**src/hw/rtl/gtanh_pkg.sv**
```systemverilog
// ----------------------------------------------------------------------------
// gtanh_pkg
// Shared widths, constants and the tanh sample table of the GELU datapath.
// ----------------------------------------------------------------------------
package gtanh_pkg;

	localparam int SAMPLE_W         = 16;
	localparam int FRAC_BITS        = 12;
	localparam int TANH_TABLE_DEPTH = 256;

	localparam int Q20_SHIFT   = 20;
	localparam int K_SQRT_2_PI = 836643;
	localparam int KS_W        = 20;
	localparam int K_CUBIC     = 46887;
	localparam int KC_W        = 16;

	localparam int MAG_W       = SAMPLE_W;
	localparam int M2_W        = 2 * MAG_W;
	localparam int MK_W        = MAG_W + KC_W;
	localparam int P3_W        = M2_W + MK_W;
	localparam int CUBE_SHIFT  = 2 * FRAC_BITS + Q20_SHIFT;
	localparam int CUB_W       = P3_W - CUBE_SHIFT;
	localparam int S_W         = CUB_W + 1;
	localparam int SK_W        = S_W + KS_W + 1;
	localparam int U_W         = SK_W - Q20_SHIFT;

	localparam int LIM_SH      = FRAC_BITS + 2;
	localparam int TANH_LIM    = 1 << LIM_SH;
	localparam int FR_W        = LIM_SH;
	localparam int DEPTH_W     = $clog2(TANH_TABLE_DEPTH + 1);
	localparam int NUM_W       = LIM_SH + DEPTH_W;

	localparam int TANH_W      = 17;
	localparam int TANH_ONE    = 65536;
	localparam int DIFF_W      = TANH_W + 1;
	localparam int DP_W        = DIFF_W + FR_W + 1;
	localparam int T_W         = TANH_W + 1;
	localparam int G_W         = TANH_W + 2;

	localparam int P_W         = SAMPLE_W + G_W;
	localparam int OUT_SH      = 17;
	localparam int Y_W         = P_W + 1 - OUT_SH;
	localparam int SAMPLE_MAX  = (1 << (SAMPLE_W - 1)) - 1;
	localparam int SAMPLE_MIN  = -(1 << (SAMPLE_W - 1));

	localparam longint unsigned EXP_ONE = 64'd1073741824;
	localparam longint unsigned TANH_H  = (64'd8 * EXP_ONE) / 64'(TANH_TABLE_DEPTH);
	localparam int TAYLOR_TERMS = 12;

	typedef logic [TANH_W-1:0] tanh_rom_t [TANH_TABLE_DEPTH+1];

	function automatic logic [MAG_W-1:0] abs_mag(logic signed [SAMPLE_W-1:0] v);
		logic [MAG_W-1:0] r;
		r = v[SAMPLE_W-1] ? MAG_W'(~v + 1'b1) : MAG_W'(v);
		return r;
	endfunction

	// shift-and-subtract quotient for the table build
	function automatic longint unsigned udiv64(longint unsigned n, longint unsigned d);
		longint unsigned q;
		longint unsigned rem;
		q   = '0;
		rem = '0;
		for (int i = 63; i >= 0; i--) begin
			rem = {rem[62:0], n[i]};
			if (rem >= d) begin
				rem  = rem - d;
				q[i] = 1'b1;
			end
		end
		return q;
	endfunction

	// tanh(4k/DEPTH) in Q16, built from an exp(-h) series and repeated products
	function automatic tanh_rom_t build_tanh_rom();
		tanh_rom_t        rom;
		longint unsigned  term;
		longint unsigned  d;
		longint unsigned  e;
		longint unsigned  ru;
		longint           r;
		term = EXP_ONE;
		r    = longint'(EXP_ONE);
		e    = EXP_ONE;
		for (int n = 1; n <= TAYLOR_TERMS; n++) begin
			d    = 64'(n) * EXP_ONE;
			term = udiv64(term * TANH_H + d / 64'd2, d);
			if (n % 2 == 1) begin
				r = r - longint'(term);
			end else begin
				r = r + longint'(term);
			end
		end
		if (r < 0) begin
			r = 0;
		end
		ru = longint'(r);
		for (int k = 0; k <= TANH_TABLE_DEPTH; k++) begin
			if (k > 0) begin
				e = (e * ru + (EXP_ONE >> 1)) >> 30;
			end
			rom[k] = TANH_W'(udiv64(((EXP_ONE - e) << 16) + (EXP_ONE + e) / 64'd2,
				EXP_ONE + e));
		end
		return rom;
	endfunction

	localparam tanh_rom_t TANH_ROM = build_tanh_rom();

endpackage

```
**src/hw/rtl/gtanh_scale.sv**
```systemverilog
// ----------------------------------------------------------------------------
// gtanh_scale
// Two-stage output: x*g, round half up by 2^17, saturate to the sample range.
// ----------------------------------------------------------------------------
module gtanh_scale (
	input  logic                                 clk,
	input  logic                                 arst_n,
	input  logic                                 up_valid,
	output logic                                 up_ready,
	input  logic signed [gtanh_pkg::SAMPLE_W-1:0] x,
	input  logic signed [gtanh_pkg::G_W-1:0]      g,
	output logic                                 dn_valid,
	input  logic                                 dn_ready,
	output logic signed [gtanh_pkg::SAMPLE_W-1:0] y
);

	logic v_s8, v_s9;
	logic en_s8, en_s9;

	logic signed [gtanh_pkg::P_W-1:0]      p_s8;
	logic                                  neg_s8;
	logic signed [gtanh_pkg::SAMPLE_W-1:0] y_s9;

	logic signed [gtanh_pkg::P_W:0]     pr;
	logic signed [gtanh_pkg::Y_W-1:0]   yw;
	logic signed [gtanh_pkg::SAMPLE_W-1:0] yc;

	assign en_s9    = !v_s9 || dn_ready;
	assign en_s8    = !v_s8 || en_s9;
	assign up_ready = en_s8;

	always_comb begin
		pr = (gtanh_pkg::P_W+1)'(p_s8) + (gtanh_pkg::P_W+1)'(1 << (gtanh_pkg::OUT_SH - 1));
		yw = gtanh_pkg::Y_W'(pr >>> gtanh_pkg::OUT_SH);
		if (yw > gtanh_pkg::Y_W'(gtanh_pkg::SAMPLE_MAX)) begin
			yc = gtanh_pkg::SAMPLE_W'(gtanh_pkg::SAMPLE_MAX);
		end else if (yw < gtanh_pkg::Y_W'(gtanh_pkg::SAMPLE_MIN)) begin
			yc = gtanh_pkg::SAMPLE_W'(gtanh_pkg::SAMPLE_MIN);
		end else begin
			yc = gtanh_pkg::SAMPLE_W'(yw);
		end
	end

	always_ff @(posedge clk or negedge arst_n) begin
		if (!arst_n) begin
			v_s8 <= 1'b0;
			v_s9 <= 1'b0;
		end else begin
			if (en_s8) v_s8 <= up_valid;
			if (en_s9) v_s9 <= v_s8;
		end
	end

	always_ff @(posedge clk) begin
		if (en_s8) begin
			p_s8   <= gtanh_pkg::P_W'(x) * gtanh_pkg::P_W'(g);
			neg_s8 <= x[gtanh_pkg::SAMPLE_W-1];
		end
		if (en_s9) begin
			y_s9 <= yc;
		end
	end

	assign dn_valid = v_s9;
	assign y        = y_s9;

`ifndef NO_ASSERTIONS
	a_sign: assert property (@(posedge clk) disable iff (!arst_n)
		en_s9 && v_s8 && !neg_s8 |=> !y_s9[gtanh_pkg::SAMPLE_W-1])
		else $error("negative result for nonnegative sample");
	a_neg_prod: assert property (@(posedge clk) disable iff (!arst_n)
		v_s8 && p_s8 < 0 |-> neg_s8)
		else $error("negative product for nonnegative sample");
`endif

endmodule

```
**config.mk**
```make
export PLATFORM = sky130hd
export DESIGN_NAME = gtanh_scale
export DESIGN_NICKNAME = d
export VERILOG_FILES = /design/src/hw/rtl/gtanh_pkg.sv /design/src/hw/rtl/gtanh_scale.sv
export SDC_FILE = /design/constraint.sdc
export NUM_CORES = 1
export LEC_CHECK = 0
export ABC_CLOCK_PERIOD_IN_PS = 3670
export BUFFER_PORTS_ARGS = -buffer_cell sky130_fd_sc_hd__buf_4
export CORE_ASPECT_RATIO = 1.4
export CORE_MARGIN = 2
export CORE_UTILIZATION = 45
export CTS_CLUSTER_DIAMETER = 30
export CTS_CLUSTER_SIZE = 40
export DETAILED_ROUTE_END_ITERATION = 12
export PLACE_DENSITY = 0.57
export SLEW_MARGIN = 20
export SYNTH_ARGS = -nofsm -noshare
export SYNTH_HDL_FRONTEND = slang
export SYNTH_SLANG_ARGS = --single-unit
```
**constraint.sdc**
```tcl
create_clock -name clk -period 3.67 [get_ports clk]
set_input_delay 0.5505 -clock clk [delete_from_list [all_inputs] [get_ports clk]]
set_output_delay 0.5505 -clock clk [all_outputs]
set_load 0.005 [all_outputs]
```
==> run summary <==
Status - finished, violations left
Failing checks - setup timing
Largest net degree at the start of global routing - 21
Worst Slack Setup Final - -2.27 ns
CP delay by family, top - adder cells
# hold bufs at CTS - 0
Most common cell in the netlist - inv_1
CP Buf/Inv Count - 5
Clk slew on worst S/H paths - 0.05 ns
Post-synth cell types - 51
MaxCap Viol Count - 0
Total Routed Length - 32300 um
Die X - 145 um
Vias - 9166
Rows - 72
Area share of the largest cell type after synthesis - 0.487
N_diodes - 0
# setup viols final - 19
FF+latch count, synth - 37
CP Max Fanout - 5
Worst Path Arrival - 5.95 ns
Final hold violation count - 0
Top cell by count, worst path - fa_1
First-pass GRT wire length - 53800 um
RSZ-0062 raised after global routing - true
Post-Place Setup Slack - -2.69 ns
Register area share after synthesis - 0.0884
Synth Flop Type - edfxtp_1
Layout cell share with drive strength beyond 1 - 0.237
Root Buffer Master - clkbuf_16
Clk Latency, worst-skew pair - 0.27 ns
All-Layer GR Usage - 0.244
Pins Over Slew Limit - 0
IO Count - 57
Die Y - 201 um
Post-synth EDFFs - 35
GR Layer Usage met3 - 0.0229
Rel. slew slack - 0.460
Area grow syn2layout - 24.6%
DRT Pass-1 Iters - 5
Worst Tran Pin Value - 0.810 ns
DP HPWL - 27400 um
Drc violations - 0
Met1 usage - 0.245
CP Cell Sequence - buf_12, and2_4, fa_1, inv_1, fa_1, fa_2, inv_2, fa_2, fa_1, inv_1, fa_1, inv_2, ha_4, nand4_1, nor3_2, a211oi_2, a21oi_2, o211a_1, or3_4, a2111oi_4, nor3b_2
Final period utilization - 1.62
Data required time of the critical path - 3.68 ns
CTS Buffer Depth - 2
PortBufs - 56
Syn_area_per_cell - 9.53 um2
Async set-or-reset flop fraction in the synthesized netlist - 0.0541
Yosys warnings - 0
Slowest cell on the critical path - fa_1
Mapped cell area - 12500 um2
Slowest cell delay on critical path - 0.55 ns
Vias per cell - 4.91
DRT iter0 DRCs - 314
CTS tree - built
Avg WL per Cell - 17.3 um
Max frequency - 168 MHz
Synthesized net count - 1736
Fin nets - 1925
CTS Buf Count - 5
Initial Util - 0.454
Post-route antenna net violation count - 0
Dominant cell type by area after synthesis - fa_1
Die area - 29100 um2
Core ar. - 27500 um2
Met2 Use GR - 0.477
Synth area leaders - fa_1 (49%), inv_1 (10%), ha_1 (8.6%)
Gpl congestion - 0.869
Crit path kind - input port to register
CP Launch Type - input port
Min-delay worst type - input port to async pin
Initial antenna violation count - 0
Vias in the first global route - 10886
Final min period - 5.94 ns
GR Overflow Total - 0
Synth top cells by count - inv_1 (344), fa_1 (303), nand2_1 (155)
TritonCTS Sinks - 37
H-tree depth - 2
Worst hold slack - 0.0489 ns
Syn Inst Count - 1308
Critical Path Sink Type - register
Grt peak-use layer - met2
Final Skew - 0.00237 ns
==> metrics by stage <==
| step | instance area (um2) | util | setup TNS, ns | cells |
|---|---|---|---|---|
| final | 15500 | 0.565 | -38.03 | 1867 |
| after global routing | 15500 | 0.565 | -41.79 | 1867 |
| after CTS | 15500 | 0.563 | -38.88 | 1866 |
| after floorplan | 12800 | - | -37.66 | 1308 |
| after detailed placement | 14600 | 0.530 | -45.23 | 1834 |
| after global placement | 14600 | 0.530 | -44.93 | 1834 |
==> worst paths after layout <==
check	from	slack, ns	to	cells past startpoint
max reg2reg	p_s8[16]$_DFFE_PP_	0.86	y[14]$_SDFFCE_PN1P_	7
max in group asynchronous	arst_n	3.53	dn_valid$_DFFE_PN0P_	1
max	x[6]	-2.27	p_s8[34]$_DFFE_PP_	21
min in group clk	v_s8$_DFFE_PN0P_	0.46	dn_valid$_DFFE_PN0P_	1
min reg2reg	v_s8$_DFFE_PN0P_	0.46	dn_valid$_DFFE_PN0P_	1
min	arst_n	0.05	v_s8$_DFFE_PN0P_	1
==> flip-flops by register name, summed over array words and instances, names as in the netlist <==
signal,count
p_s8,19
v_s8,1
dn_valid,1
y,16
==> cell families (layout without fill, tap and decap cells) <==
kind of cell             count (synthesis)  after routing  synth area share
multiplexers                             1              1          0.000803
AND/OR/NAND/NOR                        380            380             0.153
AO/OA/AOI/OAI                           71             71            0.0385
adder cells (fa/ha/maj)                389            389             0.573
buffers and inverters                  391            580             0.118
XOR/XNOR                                39             39            0.0274
flip-flops                              37             37            0.0884
==> per-layer routing <==
metal	up-vias	wire [um]
li1	4200	-
met1	4725	10700
met2	150	18500
met3	91	780
met4	0	2300
met5	-	0
==> cell type report <==
class | instances | area [um2]
Tap cell | 370 | 463
Multi-Input combinational cell | 880 | 10400
Fill cell | 2462 | 11900
Inverter | 344 | 1290
Sequential cell | 37 | 1100
Timing Repair Buffer | 229 | 2160
Clock buffer | 6 | 129
Clock inverter | 1 | 3.75
==> timing repair <==
action / CTS / global route
gates resized for setup: 134 / 16
buffers inserted: 22 / 4
endpoints found under the setup margin: 19 / 19
pin swaps: 73 / 35
gates cloned: 4 / 0
==> layout by cell type (no fill, tap or decap), types with 26 or more instances in the layout <==
master / n
inv_1: 325
nand2_1: 141
and2_1: 126
fa_1: 283
edfxtp_1: 35
nor2_1: 30
ha_1: 73
buf_6: 26
xnor2_1: 27
buf_4: 177
==> worst register-to-register path: stages (launching register included) <==
cell and delay [ns]:
edfxtp_1 0.37, ha_1 0.19, and3_1 0.27, nand4_1 0.30, nor2b_1 0.32, o221ai_1 0.16
a21oi_1 0.65, o21ai_0 0.24
Power is not shown: default switching activity piles up to over one toggle a cycle in this logic, so the estimate is an artifact.
