==> config.mk <==
export PLATFORM = sky130hd
export DESIGN_NAME = gtanh_arg
export DESIGN_NICKNAME = d
export VERILOG_FILES = /design/src/hw/rtl/gtanh_pkg.sv /design/src/hw/rtl/gtanh_arg.sv
export SDC_FILE = /design/constraint.sdc
export NUM_CORES = 2
export LEC_CHECK = 0
export ABC_AREA = 1
export BUFFER_PORTS_ARGS = -buffer_cell sky130_fd_sc_hd__buf_2
export CAP_MARGIN = 20
export CORE_MARGIN = 2
export CORE_UTILIZATION = 50
export CTS_CLUSTER_DIAMETER = 80
export DETAILED_ROUTE_END_ITERATION = 12
export GPL_TIMING_DRIVEN = 0
export PLACE_DENSITY = 0.65
export SLEW_MARGIN = 30
export SYNTH_ARGS = -nofsm -noshare
export SYNTH_HDL_FRONTEND = slang
export SYNTH_SLANG_ARGS = --single-unit
export TNS_END_PERCENT = 5
==> constraint.sdc <==
create_clock -name clk -period 17.4 [get_ports clk]
set_input_delay 0.87 -clock clk [delete_from_list [all_inputs] [get_ports clk]]
set_output_delay 0.87 -clock clk [all_outputs]
set_load 0.005 [all_outputs]
==> src/hw/rtl/gtanh_pkg.sv <==
// ----------------------------------------------------------------------------
// gtanh_pkg
// Shared widths, constants and the tanh sample table of the GELU datapath.
// ----------------------------------------------------------------------------
package gtanh_pkg;

	localparam int SAMPLE_W         = 16;
	localparam int FRAC_BITS        = 12;
	localparam int TANH_TABLE_DEPTH = 256;

	localparam int Q20_SHIFT   = 20;
	localparam int K_SQRT_2_PI = 836643;
	localparam int KS_W        = 20;
	localparam int K_CUBIC     = 46887;
	localparam int KC_W        = 16;

	localparam int MAG_W       = SAMPLE_W;
	localparam int M2_W        = 2 * MAG_W;
	localparam int MK_W        = MAG_W + KC_W;
	localparam int P3_W        = M2_W + MK_W;
	localparam int CUBE_SHIFT  = 2 * FRAC_BITS + Q20_SHIFT;
	localparam int CUB_W       = P3_W - CUBE_SHIFT;
	localparam int S_W         = CUB_W + 1;
	localparam int SK_W        = S_W + KS_W + 1;
	localparam int U_W         = SK_W - Q20_SHIFT;

	localparam int LIM_SH      = FRAC_BITS + 2;
	localparam int TANH_LIM    = 1 << LIM_SH;
	localparam int FR_W        = LIM_SH;
	localparam int DEPTH_W     = $clog2(TANH_TABLE_DEPTH + 1);
	localparam int NUM_W       = LIM_SH + DEPTH_W;

	localparam int TANH_W      = 17;
	localparam int TANH_ONE    = 65536;
	localparam int DIFF_W      = TANH_W + 1;
	localparam int DP_W        = DIFF_W + FR_W + 1;
	localparam int T_W         = TANH_W + 1;
	localparam int G_W         = TANH_W + 2;

	localparam int P_W         = SAMPLE_W + G_W;
	localparam int OUT_SH      = 17;
	localparam int Y_W         = P_W + 1 - OUT_SH;
	localparam int SAMPLE_MAX  = (1 << (SAMPLE_W - 1)) - 1;
	localparam int SAMPLE_MIN  = -(1 << (SAMPLE_W - 1));

	localparam longint unsigned EXP_ONE = 64'd1073741824;
	localparam longint unsigned TANH_H  = (64'd8 * EXP_ONE) / 64'(TANH_TABLE_DEPTH);
	localparam int TAYLOR_TERMS = 12;

	typedef logic [TANH_W-1:0] tanh_rom_t [TANH_TABLE_DEPTH+1];

	function automatic logic [MAG_W-1:0] abs_mag(logic signed [SAMPLE_W-1:0] v);
		logic [MAG_W-1:0] r;
		r = v[SAMPLE_W-1] ? MAG_W'(~v + 1'b1) : MAG_W'(v);
		return r;
	endfunction

	// shift-and-subtract quotient for the table build
	function automatic longint unsigned udiv64(longint unsigned n, longint unsigned d);
		longint unsigned q;
		longint unsigned rem;
		q   = '0;
		rem = '0;
		for (int i = 63; i >= 0; i--) begin
			rem = {rem[62:0], n[i]};
			if (rem >= d) begin
				rem  = rem - d;
				q[i] = 1'b1;
			end
		end
		return q;
	endfunction

	// tanh(4k/DEPTH) in Q16, built from an exp(-h) series and repeated products
	function automatic tanh_rom_t build_tanh_rom();
		tanh_rom_t        rom;
		longint unsigned  term;
		longint unsigned  d;
		longint unsigned  e;
		longint unsigned  ru;
		longint           r;
		term = EXP_ONE;
		r    = longint'(EXP_ONE);
		e    = EXP_ONE;
		for (int n = 1; n <= TAYLOR_TERMS; n++) begin
			d    = 64'(n) * EXP_ONE;
			term = udiv64(term * TANH_H + d / 64'd2, d);
			if (n % 2 == 1) begin
				r = r - longint'(term);
			end else begin
				r = r + longint'(term);
			end
		end
		if (r < 0) begin
			r = 0;
		end
		ru = longint'(r);
		for (int k = 0; k <= TANH_TABLE_DEPTH; k++) begin
			if (k > 0) begin
				e = (e * ru + (EXP_ONE >> 1)) >> 30;
			end
			rom[k] = TANH_W'(udiv64(((EXP_ONE - e) << 16) + (EXP_ONE + e) / 64'd2,
				EXP_ONE + e));
		end
		return rom;
	endfunction

	localparam tanh_rom_t TANH_ROM = build_tanh_rom();

endpackage

==> src/hw/rtl/gtanh_arg.sv <==
// ----------------------------------------------------------------------------
// gtanh_arg
// Four-stage pipe forming u = sqrt(2/pi) * (|x| + 0.044715*|x|^3) in QF.
// ----------------------------------------------------------------------------
module gtanh_arg (
	input  logic                                 clk,
	input  logic                                 arst_n,
	input  logic                                 up_valid,
	output logic                                 up_ready,
	input  logic signed [gtanh_pkg::SAMPLE_W-1:0] x,
	output logic                                 dn_valid,
	input  logic                                 dn_ready,
	output logic signed [gtanh_pkg::SAMPLE_W-1:0] x_out,
	output logic        [gtanh_pkg::U_W-1:0]      u
);

	logic v_s1, v_s2, v_s3, v_s4;
	logic en_s1, en_s2, en_s3, en_s4;

	logic signed [gtanh_pkg::SAMPLE_W-1:0] x_s1, x_s2, x_s3, x_s4;
	logic [gtanh_pkg::M2_W-1:0]            m2_s1;
	logic [gtanh_pkg::MK_W-1:0]            mk_s1;
	logic [gtanh_pkg::P3_W-1:0]            p3_s2;
	logic [gtanh_pkg::S_W-1:0]             s_s3;
	logic [gtanh_pkg::U_W-1:0]             u_s4;

	logic [gtanh_pkg::MAG_W-1:0]  mag1;
	logic [gtanh_pkg::MAG_W-1:0]  mag3;
	logic [gtanh_pkg::P3_W:0]     p3_rnd;
	logic [gtanh_pkg::CUB_W-1:0]  cub;
	logic [gtanh_pkg::SK_W-1:0]   sk;

	assign en_s4    = !v_s4 || dn_ready;
	assign en_s3    = !v_s3 || en_s4;
	assign en_s2    = !v_s2 || en_s3;
	assign en_s1    = !v_s1 || en_s2;
	assign up_ready = en_s1;

	always_comb begin
		mag1   = gtanh_pkg::abs_mag(x);
		mag3   = gtanh_pkg::abs_mag(x_s2);
		p3_rnd = (gtanh_pkg::P3_W+1)'(p3_s2)
			+ ((gtanh_pkg::P3_W+1)'(1) << (gtanh_pkg::CUBE_SHIFT - 1));
		cub    = gtanh_pkg::CUB_W'(p3_rnd >> gtanh_pkg::CUBE_SHIFT);
		sk     = gtanh_pkg::SK_W'(s_s3) * gtanh_pkg::SK_W'(gtanh_pkg::K_SQRT_2_PI)
			+ (gtanh_pkg::SK_W'(1) << (gtanh_pkg::Q20_SHIFT - 1));
	end

	always_ff @(posedge clk or negedge arst_n) begin
		if (!arst_n) begin
			v_s1 <= 1'b0;
			v_s2 <= 1'b0;
			v_s3 <= 1'b0;
			v_s4 <= 1'b0;
		end else begin
			if (en_s1) v_s1 <= up_valid;
			if (en_s2) v_s2 <= v_s1;
			if (en_s3) v_s3 <= v_s2;
			if (en_s4) v_s4 <= v_s3;
		end
	end

	always_ff @(posedge clk) begin
		if (en_s1) begin
			x_s1  <= x;
			m2_s1 <= gtanh_pkg::M2_W'(mag1) * gtanh_pkg::M2_W'(mag1);
			mk_s1 <= gtanh_pkg::MK_W'(mag1) * gtanh_pkg::MK_W'(gtanh_pkg::K_CUBIC);
		end
		if (en_s2) begin
			x_s2  <= x_s1;
			p3_s2 <= gtanh_pkg::P3_W'(m2_s1) * gtanh_pkg::P3_W'(mk_s1);
		end
		if (en_s3) begin
			x_s3 <= x_s2;
			s_s3 <= gtanh_pkg::S_W'(mag3) + gtanh_pkg::S_W'(cub);
		end
		if (en_s4) begin
			x_s4 <= x_s3;
			u_s4 <= gtanh_pkg::U_W'(sk >> gtanh_pkg::Q20_SHIFT);
		end
	end

	assign dn_valid = v_s4;
	assign x_out    = x_s4;
	assign u        = u_s4;

`ifndef NO_ASSERTIONS
	a_zero_arg: assert property (@(posedge clk) disable iff (!arst_n)
		v_s4 && x_s4 == '0 |-> u_s4 == '0)
		else $error("nonzero tanh argument for zero sample");
	a_hold_arg: assert property (@(posedge clk) disable iff (!arst_n)
		v_s4 && !dn_ready |=> v_s4 && $stable(u_s4) && $stable(x_s4))
		else $error("argument stage moved while stalled");
`endif

endmodule

==> results_dict.tcl <==
set metrics [dict create \
    drt_wl_total_um 214000 \
    die-area_mm2 0.126 \
    grt_use_total 0.347 \
    coreArea_mm2 0.122 \
    gp_congestion 1.03 \
    netlist_area_mm2 0.0617 \
    clkSinkCount 193 \
    synth.largest_area_cell "fa_1" \
    die_w_um 355 \
    synth_edf_count 189 \
    clock_path_buffers 2 \
    synth-compound-area-share 0.0323 \
    drive_gt1_frac 0.0302 \
    max_stage_delay_ps 680 \
    synth.ff_latch_count 193 \
    grt_max_degree 52 \
    max-slew-margin-rel 0.241 \
    avgRoutedWirePerCell_um 22.9 \
    hold_violations 0 \
    routed_via_density 5.28 \
    antenna_found_initial 4 \
    syn_to_final_growth_pct 5.30 \
    reg2reg_slack_ps 9150 \
    tns_ps 0 \
    ys_types 47 \
    hp-class "primary input to asynchronous set/reset pin" \
    slew_violations 0 \
    async_flop_share 0.0207 \
    hpwl_um 182000 \
    synth_mux_area_frac 0 \
    cts_setup_buffers 0 \
    nFillCells 11800 \
    ff2ff_path_depth 21 \
    critPathMaxFanout 11 \
    crit_path_end_kind "flip-flop" \
    regArea_mm2 0.00578 \
    grt_pass1_wl_um 317000 \
    insertion_delay_ps 510 \
    rr_endpoint "p3_s2[54]" \
    path_clk_slew_ps 80 \
    synth_adder_area_share 0.546 \
    cts_made_buffers 17 \
    io_buffers 59 \
    synth_ff_type "edfxtp_1" \
    cp-start-kind "primary input" \
    drtAntennaViolNets 0 \
    synth_top_family_by_area "adder cells" \
    start_util 0.505 \
    setup_viol 0 \
    fin_crit_sh 0.509 \
    cts_resized 0 \
    rsz0062_at_grt "no" \
    die_h_um 355 \
    path_common_cell "fa_1" \
    yosys_warnings 0 \
    grt_pass1_vias 50200 \
    netlist_instances 7585 \
    reg2reg_from "m2_s1[27]" \
    synth_most_common_cell "inv_1" \
    worstPathArrival_ps 9050 \
    multi_input_area_mm2 0.0466 \
    ctsHoldBuffers 0 \
    max_freq_mhz 113 \
    overflow 0 \
    critPathSlowestCell "clkinv_1" \
    placement_rows 128 \
    netlist_top_cells_area "fa_1 40%, ha_1 15%, inv_1 14%, nand2_1 11%, edfxtp_1 9.2%" \
    yosysSeqAreaShare 0.0937 \
    synthSimpleGateAreaFrac 0.159 \
    crit_type "primary input to flip-flop" \
    tightest_slew_ps 1140 \
    syn_area_per_cell_um2 8.13 \
    final_core_util 0.532 \
    netlist.area_leader.share 0.400 \
    dr.first_iter.drc_count 4613 \
    crit_required_ps 17600 \
    synth_common_cells "2,291 x inv_1, 1,867 x nand2_1, 1,232 x fa_1" \
    cts_tree "built" \
    root_buffer "clkbuf_16" \
    synthXorXnorAreaFrac 0.0161 \
    cap_violations 0 \
    finalCriticalPeriod_ps 8850 \
    status "completed" \
    ios 60 \
    drc_errors 0 \
    vias 49300 \
    drtPass1Iterations 8 \
    final_nets 9669 \
    h-tree-depth 4 \
    skew_ps 32.9 \
]
registers in the layout, indices dropped and copies added (netlist names):
name and flops:
s_s3 21, mk_s1 31, v_s3 1, u 22, x_s2 16, v_s1 1, m2_s1 30, x_s1 16
x_out 16, dn_valid 1, v_s2 1, x_s3 16, p3_s2 21
per-layer routing:
layer / wire, um / part of all wire / global-route usage
met3: 26100 / 0.12 / 0.114
met4: 9010 / 0.042 / 0.124
met1: 87900 / 0.41 / 0.473
met2: 91100 / 0.43 / 0.519
met5: 42 / 0.00020 / 0
cell families (layout without fill, tap and decap cells):
family,Yosys count,in the layout
flops,193,193
simple gates,2459,2459
xor+xnor,109,109
buf+inv,2504,2603
compound gates,367,367
other cells,2,30
fa+ha+maj,1951,1951
worst max-delay path by stage:
stage / startpoint / to / slack [ps] / cells past startpoint
after floorplan: x[0] / m2_s1[31] / 10360 / 30
after global placement: x[0] / m2_s1[31] / 8260 / 29
after global routing: x[0] / m2_s1[28] / 8270 / 29
after CTS: x[0] / m2_s1[31] / 8710 / 29
after detailed placement: x[0] / m2_s1[31] / 8190 / 29
final: x[0] / m2_s1[31] / 8550 / 29
worst max-delay path, delay by kind of cell:
kind	cells	cell delay, ps
buffers and inverters	9	2070
AO/OA/AOI/OAI	4	870
adder cells (fa/ha/maj)	8	3600
AND/OR/NAND/NOR	8	1650
layout by cell type, fill, tap and decap left out, types with 9 or more instances in the layout:
| master | n |
|---|---|
| clkbuf_16 | 17 |
| nor4_1 | 12 |
| conb_1 | 29 |
| nand2_2 | 10 |
| fa_1 | 1232 |
| nand4_1 | 36 |
| ha_1 | 719 |
| a21oi_1 | 203 |
| clkbuf_1 | 129 |
| nor2_4 | 12 |
| buf_2 | 62 |
| nor2_2 | 11 |
| xnor2_1 | 28 |
| nor2_1 | 307 |
| o21bai_1 | 18 |
| xor2_1 | 78 |
| nand3_1 | 138 |
| o21ai_0 | 101 |
| o21a_1 | 9 |
| a21o_1 | 13 |
| nor3_1 | 46 |
| inv_1 | 2288 |
| inv_2 | 13 |
| edfxtp_1 | 189 |
| clkbuf_2 | 63 |
| nand2_1 | 1866 |
metrics by stage:
step                cell area, um2  hold slack [ps]  std cells  worst slack (ps)
floorplan                    61800              400       7612             10360
global placement             64100              405       9296              8260
detailed placement           64300              405       9303              8190
CTS                          64900              131       9335              8710
global route                 64900              142       9336              8270
finish                       64900              156       9337              8550
final cells by class:
cell class	count	area share
Clock buffer	18	0.00661
Clock inverter	14	0.00262
Sequential cell	193	0.0890
Multi-Input combinational cell	4915	0.718
Timing Repair Buffer	67	0.00646
Inverter	2304	0.133
Tap cell	1625	0.0313
Buffer	200	0.0130
Antenna cell	1	0.0000385
Power is not shown: default switching activity piles up to over one toggle a cycle in this logic, so the estimate is an artifact.
